==> config.mk <==
export PLATFORM = sky130hd
export DESIGN_NAME = stream_fixed_string_replacer_top
export DESIGN_NICKNAME = d
export VERILOG_FILES = /design/src/hdl/sfsr_pkg.sv /design/src/hdl/stream_fixed_string_replacer_top.sv /design/src/hdl/sfsr_cell.sv /design/src/hdl/sfsr_seq.sv
export VERILOG_INCLUDE_DIRS = /design/src /design/src/hdl
export SDC_FILE = /design/constraint.sdc
export NUM_CORES = 1
export LEC_CHECK = 0
export BUFFER_PORTS_ARGS = -buffer_cell sky130_fd_sc_hd__buf_2
export CAP_MARGIN = 5
export CORE_UTILIZATION = 50
export CTS_CLUSTER_SIZE = 25
export DETAILED_ROUTE_END_ITERATION = 12
export GPL_TIMING_DRIVEN = 0
export PLACE_DENSITY = 0.7
export SYNTH_ARGS = -nofsm -noshare
export SYNTH_HDL_FRONTEND = slang
export SYNTH_SLANG_ARGS = --single-unit
==> constraint.sdc <==
create_clock -name clk_i -period 8.98 [get_ports clk_i]
set_clock_uncertainty 0.05 [all_clocks]
set_input_delay 0.449 -clock clk_i [delete_from_list [all_inputs] [get_ports clk_i]]
set_output_delay 0.449 -clock clk_i [all_outputs]
set_load 0.1 [all_outputs]
==> src/hdl/stream_fixed_string_replacer_top_macros.svh <==
// assertion helpers, clocked on clk_i and quiet during reset
`ifndef STREAM_FIXED_STRING_REPLACER_TOP_MACROS_SVH
`define STREAM_FIXED_STRING_REPLACER_TOP_MACROS_SVH

// same-cycle implication
`define SFSR_ASSERT_IMP(label, ante, cons, msg) \
  label: assert property (@(posedge clk_i) disable iff (!rst_ni) (ante) |-> (cons)) \
    else $error(msg);

// next-cycle implication
`define SFSR_ASSERT_NXT(label, ante, cons, msg) \
  label: assert property (@(posedge clk_i) disable iff (!rst_ni) (ante) |=> (cons)) \
    else $error(msg);

`endif

==> src/hdl/sfsr_pkg.sv <==
package sfsr_pkg;

  localparam int PATTERN_LEN_DEF = 19;
  localparam int REPLACE_LEN_DEF = 14;
  localparam int TABLE_MAX       = 64;
  localparam int TABLE_IDX_W     = $clog2(TABLE_MAX);

  // search text, position 0 is the oldest byte of the window
  localparam logic [7:0] FIND_TEXT [TABLE_MAX] = '{
    0: 8'h38, 1: 8'h2E, 2: 8'h31, 3: 8'h33, 4: 8'h38, 5: 8'h2E, 6: 8'h32,
    7: 8'h31, 8: 8'h34, 9: 8'h2E, 10: 8'h31, 11: 8'h32, 12: 8'h33,
    13: 8'h3A, 14: 8'h32, 15: 8'h32, 16: 8'h32, 17: 8'h32, 18: 8'h32,
    default: 8'h00
  };

  // substitute text, sent in index order
  localparam logic [7:0] REPL_TEXT [TABLE_MAX] = '{
    0: 8'h31, 1: 8'h32, 2: 8'h37, 3: 8'h2E, 4: 8'h30, 5: 8'h2E, 6: 8'h30,
    7: 8'h2E, 8: 8'h31, 9: 8'h3A, 10: 8'h37, 11: 8'h38, 12: 8'h36,
    13: 8'h30,
    default: 8'h00
  };

  typedef struct packed {
    logic [7:0] data_byte;
    logic       end_of_message;
  } in_req_t;

  typedef struct packed {
    logic [7:0] out_byte;
    logic       run_last;
    logic       message_end;
  } out_req_t;

  // per-cycle command to every cell of the window
  typedef struct packed {
    logic load;
    logic shift;
    logic clear;
  } cell_ctrl_t;

  // what the sequencer needs to see of the window
  typedef struct packed {
    logic       head_valid;
    logic [7:0] head_byte;
    logic       next_present;
    logic       full;
    logic       match;
  } win_status_t;

endpackage

==> src/hdl/stream_fixed_string_replacer_top.sv <==
// Streaming find-and-replace over a byte stream. Each request carries one byte and an
// end-of-message flag; every non-overlapping, leftmost-first occurrence of the fixed
// search text becomes the fixed substitute text, and all other bytes pass through in
// order with up to PATTERN_LEN-1 bytes held back in a row of shift cells. One request
// is taken per clock while the output side keeps up and no replacement or flush is
// under way: a byte that yields no result or one result does not hold input. A match
// sends the first substitute byte and then holds input while the rest goes out. An
// end-of-message flag sends one byte and then holds input while each byte still held
// goes out. The single output register sets the pace of the output. run_last marks the
// final result of a request, message_end the final byte of a message.
module stream_fixed_string_replacer_top #(
  parameter int PATTERN_LEN = sfsr_pkg::PATTERN_LEN_DEF,
  parameter int REPLACE_LEN = sfsr_pkg::REPLACE_LEN_DEF
) (
  input  logic               clk_i,
  input  logic               rst_ni,
  input  logic               in_valid_i,
  output logic               in_stall_o,
  input  sfsr_pkg::in_req_t  in_data_i,
  output logic               out_valid_o,
  input  logic               out_stall_i,
  output sfsr_pkg::out_req_t out_data_o
);

  sfsr_pkg::cell_ctrl_t  ctrl;
  sfsr_pkg::win_status_t status;

  logic [PATTERN_LEN-1:0] cell_valid;
  logic [PATTERN_LEN:0]   win_valid;
  logic [7:0]             win_byte [PATTERN_LEN+1];
  logic [PATTERN_LEN-1:0] eq;

  assign win_valid[PATTERN_LEN] = 1'b0;
  assign win_byte[PATTERN_LEN]  = 8'h00;

  for (genvar i = 0; i < PATTERN_LEN; i++) begin : g_cell
    logic prev_valid;
    if (i == 0) begin : g_head
      assign prev_valid = 1'b1;
    end else begin : g_body
      assign prev_valid = cell_valid[i-1];
    end

    sfsr_cell u_cell (
      .clk_i        (clk_i),
      .rst_ni       (rst_ni),
      .ctrl_i       (ctrl),
      .byte_i       (in_data_i.data_byte),
      .pat_i        (sfsr_pkg::FIND_TEXT[i]),
      .prev_valid_i (prev_valid),
      .up_byte_i    (win_byte[i+1]),
      .up_valid_i   (win_valid[i+1]),
      .valid_o      (cell_valid[i]),
      .win_byte_o   (win_byte[i]),
      .win_valid_o  (win_valid[i]),
      .eq_o         (eq[i])
    );
  end

  // the window is complete once the incoming byte fills the last cell
  assign status = '{
    head_valid:   cell_valid[0],
    head_byte:    win_byte[0],
    next_present: win_valid[1],
    full:         win_valid[PATTERN_LEN-1],
    match:        win_valid[PATTERN_LEN-1] & (&eq)
  };

  sfsr_seq #(
    .REPLACE_LEN (REPLACE_LEN)
  ) u_seq (
    .clk_i       (clk_i),
    .rst_ni      (rst_ni),
    .in_valid_i  (in_valid_i),
    .in_stall_o  (in_stall_o),
    .in_data_i   (in_data_i),
    .out_valid_o (out_valid_o),
    .out_stall_i (out_stall_i),
    .out_data_o  (out_data_o),
    .status_i    (status),
    .ctrl_o      (ctrl)
  );

endmodule

==> src/hdl/sfsr_cell.sv <==
module sfsr_cell (
  input  logic                  clk_i,
  input  logic                  rst_ni,
  input  sfsr_pkg::cell_ctrl_t  ctrl_i,
  input  logic [7:0]            byte_i,
  input  logic [7:0]            pat_i,
  input  logic                  prev_valid_i,
  input  logic [7:0]            up_byte_i,
  input  logic                  up_valid_i,
  output logic                  valid_o,
  output logic [7:0]            win_byte_o,
  output logic                  win_valid_o,
  output logic                  eq_o
);

  logic       valid_q, valid_d;
  logic [7:0] data_q, data_d;
  logic       slot;

  // the new byte lands in the first empty cell
  assign slot        = ctrl_i.load & prev_valid_i & ~valid_q;
  assign win_byte_o  = slot ? byte_i : data_q;
  assign win_valid_o = valid_q | slot;
  assign eq_o        = (win_byte_o == pat_i);
  assign valid_o     = valid_q;

  always_comb begin
    valid_d = valid_q;
    data_d  = data_q;
    priority if (ctrl_i.clear) begin
      valid_d = 1'b0;
    end else if (ctrl_i.shift) begin
      valid_d = up_valid_i;
      data_d  = up_byte_i;
    end else if (slot) begin
      valid_d = 1'b1;
      data_d  = byte_i;
    end
  end

  always_ff @(posedge clk_i or negedge rst_ni) begin
    if (!rst_ni) begin
      valid_q <= 1'b0;
    end else begin
      valid_q <= valid_d;
    end
  end

  always_ff @(posedge clk_i) begin
    data_q <= data_d;
  end

endmodule

==> src/hdl/sfsr_seq.sv <==
`include "stream_fixed_string_replacer_top_macros.svh"

module sfsr_seq #(
  parameter int REPLACE_LEN = sfsr_pkg::REPLACE_LEN_DEF
) (
  input  logic                   clk_i,
  input  logic                   rst_ni,
  input  logic                   in_valid_i,
  output logic                   in_stall_o,
  input  sfsr_pkg::in_req_t      in_data_i,
  output logic                   out_valid_o,
  input  logic                   out_stall_i,
  output sfsr_pkg::out_req_t     out_data_o,
  input  sfsr_pkg::win_status_t  status_i,
  output sfsr_pkg::cell_ctrl_t   ctrl_o
);

  localparam int IdxW = sfsr_pkg::TABLE_IDX_W;
  localparam logic [IdxW-1:0] IdxOne  = IdxW'(1);
  localparam logic [IdxW-1:0] IdxLast = IdxW'(REPLACE_LEN - 1);
  localparam logic            RepOneByte = (REPLACE_LEN == 1);

  typedef enum logic [2:0] {
    ST_IDLE  = 3'b001,
    ST_REPL  = 3'b010,
    ST_FLUSH = 3'b100
  } seq_state_e;

  seq_state_e         state_q, state_d;
  logic [IdxW-1:0]    repl_idx_q, repl_idx_d;
  logic               eom_q, eom_d;
  logic               out_valid_q;
  sfsr_pkg::out_req_t out_q, out_d;
  logic               can_push, accept, push, shift, last;

  assign can_push   = ~out_valid_q | ~out_stall_i;
  assign in_stall_o = ~((state_q == ST_IDLE) & can_push);
  assign accept     = in_valid_i & ~in_stall_o;

  always_comb begin
    state_d    = state_q;
    repl_idx_d = repl_idx_q;
    eom_d      = eom_q;
    out_d      = out_q;
    push       = 1'b0;
    shift      = 1'b0;
    last       = 1'b0;
    unique case (state_q)
      ST_IDLE: begin
        if (accept) begin
          if (status_i.match) begin
            push  = 1'b1;
            last  = RepOneByte;
            out_d = '{out_byte: sfsr_pkg::REPL_TEXT[0], run_last: last,
                      message_end: in_data_i.end_of_message & last};
            eom_d      = in_data_i.end_of_message;
            repl_idx_d = IdxOne;
            if (!last) state_d = ST_REPL;
          end else if (status_i.full || in_data_i.end_of_message) begin
            push  = 1'b1;
            shift = 1'b1;
            last  = ~in_data_i.end_of_message | ~status_i.next_present;
            out_d = '{out_byte: status_i.head_byte, run_last: last,
                      message_end: in_data_i.end_of_message & last};
            if (!last) state_d = ST_FLUSH;
          end
        end
      end
      ST_REPL: begin
        if (can_push) begin
          push  = 1'b1;
          last  = (repl_idx_q == IdxLast);
          out_d = '{out_byte: sfsr_pkg::REPL_TEXT[repl_idx_q], run_last: last,
                    message_end: eom_q & last};
          repl_idx_d = repl_idx_q + IdxOne;
          if (last) state_d = ST_IDLE;
        end
      end
      ST_FLUSH: begin
        if (can_push) begin
          push  = 1'b1;
          shift = 1'b1;
          last  = ~status_i.next_present;
          out_d = '{out_byte: status_i.head_byte, run_last: last, message_end: last};
          if (last) state_d = ST_IDLE;
        end
      end
      default: state_d = ST_IDLE;
    endcase
  end

  assign ctrl_o = '{load: accept, shift: shift, clear: accept & status_i.match};

  always_ff @(posedge clk_i or negedge rst_ni) begin
    if (!rst_ni) begin
      state_q     <= ST_IDLE;
      out_valid_q <= 1'b0;
      repl_idx_q  <= '0;
      eom_q       <= 1'b0;
    end else begin
      state_q    <= state_d;
      repl_idx_q <= repl_idx_d;
      eom_q      <= eom_d;
      if (push) begin
        out_valid_q <= 1'b1;
      end else if (!out_stall_i) begin
        out_valid_q <= 1'b0;
      end
    end
  end

  always_ff @(posedge clk_i) begin
    out_q <= out_d;
  end

  assign out_valid_o = out_valid_q;
  assign out_data_o  = out_q;

  `SFSR_ASSERT_IMP(a_repl_window_empty, state_q == ST_REPL, !status_i.head_valid, "window not empty during replacement")
  `SFSR_ASSERT_IMP(a_flush_has_data, state_q == ST_FLUSH, status_i.head_valid, "flush with empty window")
  `SFSR_ASSERT_IMP(a_repl_idx_range, state_q == ST_REPL, repl_idx_q <= IdxLast, "replacement index past end")
  `SFSR_ASSERT_NXT(a_repl_done_idle, (state_q == ST_REPL) && push && last, state_q == ST_IDLE, "replacement did not return to idle")

endmodule
# Yosys cells after proc, flatten, opt, wreduce, memory -nomap -nowiden
# Memories as Yosys holds them, arrays and structs flattened.
# Cells that the tools add are included.
word_totals:
  mem_count: 1
  ff_bits: 192
  mem_bits_ro: 512
  out_inout_bits: 12
mem_list:
  columns: ["memory", "depth", "width", "rd", "rd_clocked_by_memory_dff", "wr", "line_no", "rtl"]
  rows:
  - ["(name not given)", 64, 8, 1, 0, 0, "sfsr_seq.sv:73", "out_d = '{out_byte: sfsr_pkg::REPL_TEXT[repl_idx_q], run_last: last,"]
classes:
  eq_ne: 32
  bitwise: 88
  order_cmp: 1
  mux: 125
  reduce_logical: 28
  add_sub_neg: 1
op_table:
  columns: ["cell", "n"]
  rows:
  - ["8-bit two-way mux", 39]
  - ["8-bit by 6-bit == test with 1-bit output, second input constant", 19]
  - ["1-bit two-way mux", 65]
  - ["3-bit nonzero test", 20]
  - ["10-bit two-way mux", 5]
  - ["1-bit bitwise AND", 43]
  - ["10-bit one-hot mux with 3 select lines", 1]
  - ["3-bit two-way mux", 8]
  - ["1-bit inverter", 24]
  - ["1-bit OR", 20]
  - ["19-bit AND reduction", 1]
  - ["6-bit two-way mux", 3]
  - ["2-bit by 1-bit inequality test with 1-bit output, second input constant", 6]
  - ["6-bit one-hot mux with 2 select lines", 1]
  - ["3-bit one-hot mux with 3 select lines", 1]
  - ["7-bit greater-or-equal comparator, second input constant", 1]
  - ["6-bit inverter with 7-bit output", 1]
  - ["7-bit AND reduction", 1]
  - ["6-bit by 1-bit adder with 6-bit output, second input constant", 1]
  - ["6-bit by 4-bit == test with 1-bit output, second input constant", 1]
  - ["3-bit by 2-bit inequality test with 1-bit output, second input constant", 2]
  - ["5-bit AND reduction", 1]
  - ["1-bit one-hot mux with 2 select lines", 2]
  - ["4-bit AND reduction", 1]
  - ["other kinds (8)", 8]

# Depth between registers and ports, before layout
# Gate-level depths: netlist (run 1).
logic_depth:
  depth_word: 15
  mapped_depth: 17

# Hierarchy
# From an unflattened synthesis (run 1), not the netlist that was laid out.
hier_totals:
  hier_cells: 1147
  hier_area_um2: 13862.0
by_module_without_submodules:
  columns: ["module", "instances", "cells_per_inst", "area_per_inst_um2"]
  rows:
  - ["sfsr_cell", 19, 53, 655.6]
  - ["sfsr_seq", 1, 131, 1350.0]
  - ["stream_fixed_string_replacer_top", 1, 9, 55.1]

# Worst setup path after synthesis (run 1)
# No wires, ideal clock.
synth_timing:
  path_kind: "register to register"
  start: "reg u_seq.out_valid_q (netlist: u_seq.out_valid_o)"
  end: "reg g_cell[0].u_cell.data_q[0] (enable)"
  period_less_slack_ns: 8.628
  path_buffers: 4
  path_slack_ns: 0.352
  path_stages_with_launch: 13
  arrival_time_ns: 6.926
  t_required_ns: 7.277
  setup_time_ns: 1.653
  path_cell_list: "dfrtp_1 > and2_1 > clkbuf_1 > buf_2 > buf_2 > clkbuf_1 > o31ai_1 > a22oi_1 > nand4_1 > or4_1 > nand4b_1 > nor4_1 > nand3_1"
synth_via:
  elab_chain_len: 11
  elab_cells_between_ends: 83
  cone_classes: "19 x eq/ne; 19 x mux; 44 x bitwise; 1 x reduce/logical"
synth_rtl:
  columns: ["item", "line_no", "rtl"]
  rows:
  - ["start: declaration", "sfsr_seq.sv:32", "logic out_valid_q;"]
  - ["start signal: assignment", "sfsr_seq.sv:97", "out_valid_q <= 1'b0;"]
  - ["start signal: assignment", "sfsr_seq.sv:105", "out_valid_q <= 1'b1;"]
  - ["start signal: assignment", "sfsr_seq.sv:107", "out_valid_q <= 1'b0;"]
  - ["1-bit inverter *", "sfsr_seq.sv:36", "assign can_push = ~out_valid_q | ~out_stall_i;"]
  - ["1-bit OR *", "sfsr_seq.sv:36", null]
  - ["1-bit bitwise AND *", "sfsr_seq.sv:37", "assign in_stall_o = ~((state_q == ST_IDLE) & can_push);"]
  - ["1-bit bitwise AND *", "sfsr_seq.sv:38", "assign accept = in_valid_i & ~in_stall_o;"]
  - ["1-bit bitwise AND (2 in series)", "sfsr_cell.sv:21", "assign slot = ctrl_i.load & prev_valid_i & ~valid_q;"]
  - ["8-bit two-way mux", "sfsr_cell.sv:22", "assign win_byte_o = slot ? byte_i : data_q;"]
  - ["8-bit by 6-bit == test with 1-bit output", "sfsr_cell.sv:24", "assign eq_o = (win_byte_o == pat_i);"]
  - ["19-bit AND reduction", "stream_fixed_string_replacer_top.sv:66", "match: win_valid[PATTERN_LEN-1] & (&eq)"]
  - ["1-bit bitwise AND", "stream_fixed_string_replacer_top.sv:66", null]
  - ["1-bit bitwise AND *", "sfsr_seq.sv:92", "assign ctrl_o = '{load: accept, shift: shift, clear: accept & status_i.match};"]
  - ["end signal: assignment", "sfsr_cell.sv:50", "data_q <= data_d;"]
  - ["end: declaration", "sfsr_cell.sv:17", "logic [7:0] data_q, data_d;"]
# Mark *: on every way between the ends. The rest lies on a longest branch, timed or not.
# A chain may end at the register's enable or synchronous reset.

# Worst setup path after layout (run 1)
layout_timing:
  start: "reg u_seq.state_q[0]"
  end: "reg g_cell[9].u_cell.data_q[3] (enable)"
layout_via:
  elab_chain_len: 10
  elab_cells_between_ends: 82
  cone_classes: "20 x eq/ne; 19 x mux; 42 x bitwise; 1 x reduce/logical"
layout_rtl:
  columns: ["item", "line_no", "rtl"]
  rows:
  - ["start: declaration", "sfsr_seq.sv:29", "seq_state_e state_q, state_d;"]
  - ["start signal: assignment", "sfsr_seq.sv:101", "state_q <= state_d;"]
  - ["3-bit by 1-bit == test with 1-bit output *", "sfsr_seq.sv:37, sfsr_seq.sv:48", null]
  - ["1-bit bitwise AND *", "sfsr_seq.sv:37", null]
  - ["1-bit bitwise AND *", "sfsr_seq.sv:38", null]
  - ["1-bit bitwise AND (2 in series)", "sfsr_cell.sv:21", null]
  - ["8-bit two-way mux", "sfsr_cell.sv:22", null]
  - ["8-bit by 6-bit == test with 1-bit output", "sfsr_cell.sv:24", null]
  - ["19-bit AND reduction", "stream_fixed_string_replacer_top.sv:66", null]
  - ["1-bit bitwise AND", "stream_fixed_string_replacer_top.sv:66", null]
  - ["1-bit bitwise AND *", "sfsr_seq.sv:92", null]
  - ["end signal: assignment", "sfsr_cell.sv:50", null]
  - ["end: declaration", "sfsr_cell.sv:17", null]
# Marked as above.

==> results of run 1 <==
flip-flops by register name, indices dropped and copies added, names as in the netlist:
signal	count
u_seq.state_q	3
u_seq.repl_idx_q	6
g_cell.u_cell.valid_o	19
g_cell.u_cell.data_q	152
u_seq.out_valid_o	1
u_seq.eom_q	1
u_seq.out_data_o	10
what timing repair did:
| action | in CTS | in global routing |
|---|---|---|
| endpoints found under the hold margin | 24 | 0 |
| hold buffers | 1 | 0 |
| buffers inserted | 0 | 0 |
synthesized netlist by cell type (5+ instances only):
| cell type | number |
|---|---|
| mux2_2 | 17 |
| a22oi_1 | 9 |
| nand2b_1 | 17 |
| nand4b_1 | 7 |
| a211oi_1 | 5 |
| a21oi_1 | 39 |
| inv_1 | 21 |
| and2_1 | 23 |
| buf_2 | 14 |
| nor4b_1 | 5 |
| o211ai_1 | 5 |
| or3_1 | 10 |
| a31oi_1 | 23 |
| nand2_1 | 92 |
| ha_1 | 5 |
| o31ai_1 | 10 |
| o22ai_1 | 10 |
| nand4_1 | 20 |
| a2111oi_0 | 6 |
| nand3_1 | 39 |
| o21ai_0 | 29 |
| o21a_1 | 6 |
| nor2_1 | 64 |
| clkbuf_1 | 76 |
| nor4_1 | 16 |
| edfxtp_1 | 162 |
| mux2i_1 | 41 |
| buf_4 | 6 |
| or4_1 | 6 |
| and3_1 | 62 |
| a21boi_0 | 7 |
| nor3_1 | 25 |
| dfrtp_1 | 29 |
| nor2b_1 | 88 |
| a221o_1 | 153 |
metrics by stage:
step	utilization [%]	setup WS [ps]
final	56.5	2650
after global routing	56.5	2690
after CTS	56.5	2970
after detailed placement	53.8	3010
after global placement	53.5	-2780
after floorplan	-	352
worst max-delay path, stage by stage, from the launching register on:
cell and delay, ps:
dfstp_2 570, nand4bb_1 330, buf_2 340, nor4b_1 1180
mux2i_1 620, o2111ai_1 380, or4_1 630, nand4b_1 240
nor4_1 600, nand3_4 570, buf_16 430
area by class of cell:
cell class | count | area [um^2]
fill | 2171 | 10600
sequential | 192 | 5620
clock buffer | 17 | 425
timing repair buffer | 24 | 180
clock inverter | 15 | 209
inverter | 21 | 78.8
buffer | 103 | 453
antenna | 2 | 5.00
multi-input combinational | 925 | 6450
tap | 324 | 405
how the worst max path moves through the flow:
stage / from / to / slack, ps / cells after the start
2_1_floorplan: u_seq.out_valid_o$_DFFE_PN0P_ / g_cell[0].u_cell.data_q[0]$_DFFE_PN_ / 350 / 12
3_3_place_gp: out_stall_i / g_cell[9].u_cell.data_q[4]$_DFFE_PN_ / -2780 / 11
3_5_place_dp: out_stall_i / g_cell[9].u_cell.data_q[6]$_DFFE_PN_ / 3010 / 12
4_1_cts: u_seq.state_q[0]$_DFFE_PN1P_ / g_cell[9].u_cell.data_q[3]$_DFFE_PN_ / 2970 / 10
5_1_grt: u_seq.state_q[0]$_DFFE_PN1P_ / g_cell[9].u_cell.data_q[3]$_DFFE_PN_ / 2690 / 10
6_report: u_seq.state_q[0]$_DFFE_PN1P_ / g_cell[9].u_cell.data_q[3]$_DFFE_PN_ / 2650 / 10
where the power goes:
part           switching (mW)  internal (mW)
sequential              0.401           1.44
clock                   0.441          0.386
combinational            1.36          0.788
total                    2.20           2.61
cell families after synthesis:
logic type | after synthesis | share of synthesized area, %
compound gates | 350 | 22.8
xor+xnor | 4 | 0.279
fa+ha+maj | 5 | 0.497
buf+inv | 124 | 4.23
flops | 192 | 44.6
mux | 58 | 4.78
simple gates | 508 | 22.8
metal layers:
| layer | global-route usage (%) | vias to the layer above |
|---|---|---|
| met1 | 57.1 | 5967 |
| met2 | 63.2 | 1034 |
| met3 | 16.0 | 261 |
| met4 | 29.1 | 2 |
| li1 | - | 5045 |
| met5 | 0 | - |
==> impl_metrics.ini, run 1 <==
[yosys]
yosys.area.top_type = edfxtp_1
syn-num-nets = 1259
syn_area_mm2 = 0.0126
yosys_warnings = 0
postSynthAreaPerCell_um2 = 10.1
synth_area_leaders = edfxtp_1 39%, a221o_1 12%, dfrtp_1 5.8%, nor2b_1 4.4%, mux2i_1 3.3%
synth_top_area_share_pct = 38.7
syn_inst = 1241
synthArstFlopShare_pct = 15.6
synth_edf_count = 162
ys_ff_latch = 192
ys.flop_type = edfxtp_1
yosysUniqueCellTypes = 84
ys_seq_area_share_pct = 44.6

[timing]
min_period_ps = 6330
final_hold_viol_count = 0
max_freq_mhz = 158
hold_ws_ps = 260
drv_slew = 0
setup_tns_ps = 0
tightest_slew_ps = 1410
finalSetupViolCount = 0
slew_headroom_pct = 4.74
rsz0062_at_grt = false
period_share_pct = 70.5

[flow_run]
maxCapViolCount = 0

[power]
power_mw = 4.81
powerDensity_mw_per_mm2 = 348
leakagePower_nw = 5.39
ir_drop_mv = 0.192

[place]
dpl.cell_count = 1588
dpl_cell_area_mm2 = 0.0132
portBuffers = 20
gp_congestion = 1.08
hpwlAfterDp_um = 42600

[setup_path]
r2r_start = u_seq.state_q[0]$_DFFE_PN1P_
cp_max_fo = 65
worstPathRequired_ps = 9090
cp.arrival_ps = 6440
cp-start-kind = flop
r2r.worst_path.cells = 10
r2r-end = g_cell[9].u_cell.data_q[3]$_DFFE_PN_
r2r_slack_ps = 2650
critPathKind = reg -> reg
setup.worst_path.end_class = flop

[floorplanning]
die_w_um = 161
dieArea_mm2 = 0.0258
io-pin-count = 25
rows = 57
fp.dieH_um = 161
core_area_mm2 = 0.0245
initial_core_util_pct = 51.4

[final_layout]
area_delta_synth_final_pct = 9.88
fin_cells = 1623
final_common_cell = edfxtp_1
drive_above_1_share_pct = 8.71
finalInstanceArea_mm2 = 0.0138
num-nets-final = 1302
final_cell_mix = 162 x edfxtp_1, 153 x a221o_1, 92 x nand2_1

[route]
drc_errors = 0
routedWlPerCell_um = 35.5
vias_per_cell = 7.58
first_iter_violations = 2220
highest_layer = met5
via_count = 12309
wl_met3_um = 7810
drt.antenna.violating_nets = 0
wl_um = 57600
drt-met1-wl_um = 21700
met2_length_um = 23800
firstDrtPassIters = 6

[clock_tree]
insertion_delay_ps = 460
cts-resized-gates = 0
clk_pin_slew_ps = 90
cts_sinks = 192
cts-htree-levels = 4
numCtsBuffers = 17
clockBufferDepth = 2
root_buffer = clkbuf_16
cts_tree = yes

[hold_path]
worstHoldStart = in_data_i[0]
holdPathStages = 3
hold_class = in -> reg
hold_end = u_seq.state_q[2]$_DFFE_PN0P_

[global_route]
antenna_found_initial = 2
overflow = 0
grt_max_degree = 66
grt_use_total_pct = 44.5
grt_pass1_vias = 11492
grt_pass1_wl_um = 81100

[run_status]
status = finished clean
(Power assumes the default switching activity.)
==> inputs of run 2 (changes only) <==
Settings changed: PLACE_DENSITY 0.7 to 0.72.
Clock period 8.98 ns to 5.2 ns, I/O delays scaled along.
==> run 2 against run 1 <==
  * The flow now finishes with violations (negative setup slack)
  * Clock power grew 64%
  * Sequential power grew 73%
  * Fmax grew 22%
  * First-iteration DRC count grew 2.7%
  * Wire length grew 2.5%
  * Core utilization grew 1.2 points
  * Largest cell class unchanged
  * Critical path type unchanged
  * Design area grew 2.1%
==> impl_metrics.ini, run 2 (same netlist as run 1, synthesis figures left out) <==
[route]
routedWlPerCell_um = 36.2
via_count = 12452
wl_um = 59000
drt-met1-wl_um = 22000
drt.antenna.violating_nets = 0
firstDrtPassIters = 6
wl_met3_um = 8080
drc_errors = 0
met2_length_um = 25100
highest_layer = met5
first_iter_violations = 2281
vias_per_cell = 7.63

[power]
p_comb_share_pct = 45.8
switchingPower_mw = 3.85
leakagePower_nw = 5.52
internal_power_mw = 4.54
powerDensity_mw_per_mm2 = 594
ir_drop_mv = 0.289
switching_share_pct = 45.9
p_clk_share_pct = 16.3
power_frac_seq_pct = 38.0

[floorplanning]
core_area_mm2 = 0.0245
dieArea_mm2 = 0.0258
fp.dieH_um = 161
initial_core_util_pct = 51.4
io-pin-count = 25
rows = 57
die_w_um = 161

[timing]
max_freq_mhz = 192
setup_tns_ps = -13.3
final_hold_viol_count = 0
fin_ws_ps = -7.17
drv_slew = 0
tightest_slew_ps = 1290
finalSetupViolCount = 2
period_share_pct = 100
slew_headroom_pct = 14.2
min_period_ps = 5210
rsz0062_at_grt = false

[clock_tree]
cts_tree = yes
root_buffer = clkbuf_16
cts-htree-levels = 4
clockBufferDepth = 2
clk_pin_slew_ps = 80
cts_sinks = 192
numCtsBuffers = 17
insertion_delay_ps = 470

[place]
hpwlAfterDp_um = 43100
dpl_cell_area_mm2 = 0.0132
gp_congestion = 1.09
portBuffers = 20
dp_slack_ps = -743

[final_layout]
top_register = g_cell.u_cell.data_q
final_common_cell = edfxtp_1
largest_reg_flops = 152
area_delta_synth_final_pct = 12.2
finalInstanceArea_mm2 = 0.0141
num-nets-final = 1310
final_cell_mix = 162 x edfxtp_1, 153 x a221o_1, 90 x nand2_1
drive_above_1_share_pct = 12.2

[setup_path]
cp_max_fo = 10
cp-start-kind = flop
r2r.worst_path.cells = 13
setup.worst_path.end_class = flop
cp.arrival_ps = 5370
r2r_start = g_cell[3].u_cell.valid_o$_DFFE_PN0P_
critPathKind = reg -> reg
r2r_slack_ps = -7
startpoint = g_cell[3].u_cell.valid_o$_DFFE_PN0P_
worstPathRequired_ps = 5360

[hold_path]
worstHoldStart = in_data_i[0]
hold_class = in -> reg
holdPathStages = 3

[run_status]
violations = negative setup slack
status = finished, violations left

[global_route]
grt_max_degree = 63
grt_use_total_pct = 45.9
grt_pass1_vias = 11556
overflow = 0
antenna_found_initial = 2
grt_pass1_wl_um = 83100

[flow_run]
maxCapViolCount = 0
run 2: cell count changes in the layout (fill, tap and decap cells not counted), sizes merged:
| cell | change |
|---|---|
| inv | +4 |
| buf | +4 |
| clkinv | -5 |
| diode | +1 |
| clkbuf | +2 |
| clkinvlp | +1 |
| nand3 | +2 |
run 2: cell type report:
type	instances	area, um^2
Clock inverter	15	163
Inverter	21	78.8
Buffer	101	472
Fill cell	2135	10300
Clock buffer	17	425
Tap cell	324	405
Multi-Input combinational cell	927	6690
Timing Repair Buffer	32	256
Sequential cell	192	5620
Antenna cell	3	7.51
run 2: layer usage:
metal,vias up,track usage (%)
li1,5056,-
met1,6113,58.6
met2,1044,67.7
met3,237,16.0
met4,2,25.7
met5,-,0
run 2: timing repair:
item | 4_1_cts | 5_1_grt
buffers inserted | 2 | 4
endpoints found under the hold margin | 29 | 0
resized for setup | 22 | 37
endpoints found under the setup margin | 329 | 230
cloned | 2 | 0
hold buffers | 1 | 0
pin swaps | 2 | 2
run 2: worst max-delay path, stage by stage, from the launching register on:
cell and delay, ps:
dfrtp_1 470, nor2b_1 600, nand3_1 430, o31ai_1 660, nand4b_1 230, a2111oi_2 420
nand4_1 230, or4_4 470, buf_6 200, buf_6 190, buf_2 280, nand3_1 160
nand2_1 120, a221o_1 430
run 2: power by group through the flow:
stage	logic, mW	clock network (mW)	registers (mW)
6_report	3.84	1.36	3.19
5_1_grt	3.97	1.40	3.21
4_1_cts	3.62	1.36	3.12
3_5_place_dp	3.57	0	3.14
3_3_place_gp	3.52	0	3.13
2_1_floorplan	2.31	0	3.00
run 2: path summary, 6_finish.rpt:
path                                                         end
min in group asynchronous  g_cell[13].u_cell.valid_o$_DFFE_PN0P_
hold reg to reg                          u_seq.eom_q$_DFFE_PN0P_
hold / removal                      u_seq.state_q[2]$_DFFE_PN0P_
max in group asynchronous          u_seq.out_valid_o$_DFFE_PN0P_
setup reg to reg            g_cell[5].u_cell.data_q[1]$_DFFE_PN_
setup / recovery            g_cell[5].u_cell.data_q[1]$_DFFE_PN_
run 2: through the flow:
| step | cells | utilization, % | total power, mW | hold slack, ps |
|---|---|---|---|---|
| global route | 1629 | 57.7 | 8.57 | 101 |
| detailed placement | 1589 | 53.9 | 6.71 | 286 |
| floorplan | 1241 | - | 5.31 | -85.6 |
| finish | 1632 | 57.7 | 8.39 | 60.1 |
| CTS | 1626 | 56.9 | 8.10 | 61.2 |
| global placement | 1585 | 53.6 | 6.64 | 268 |
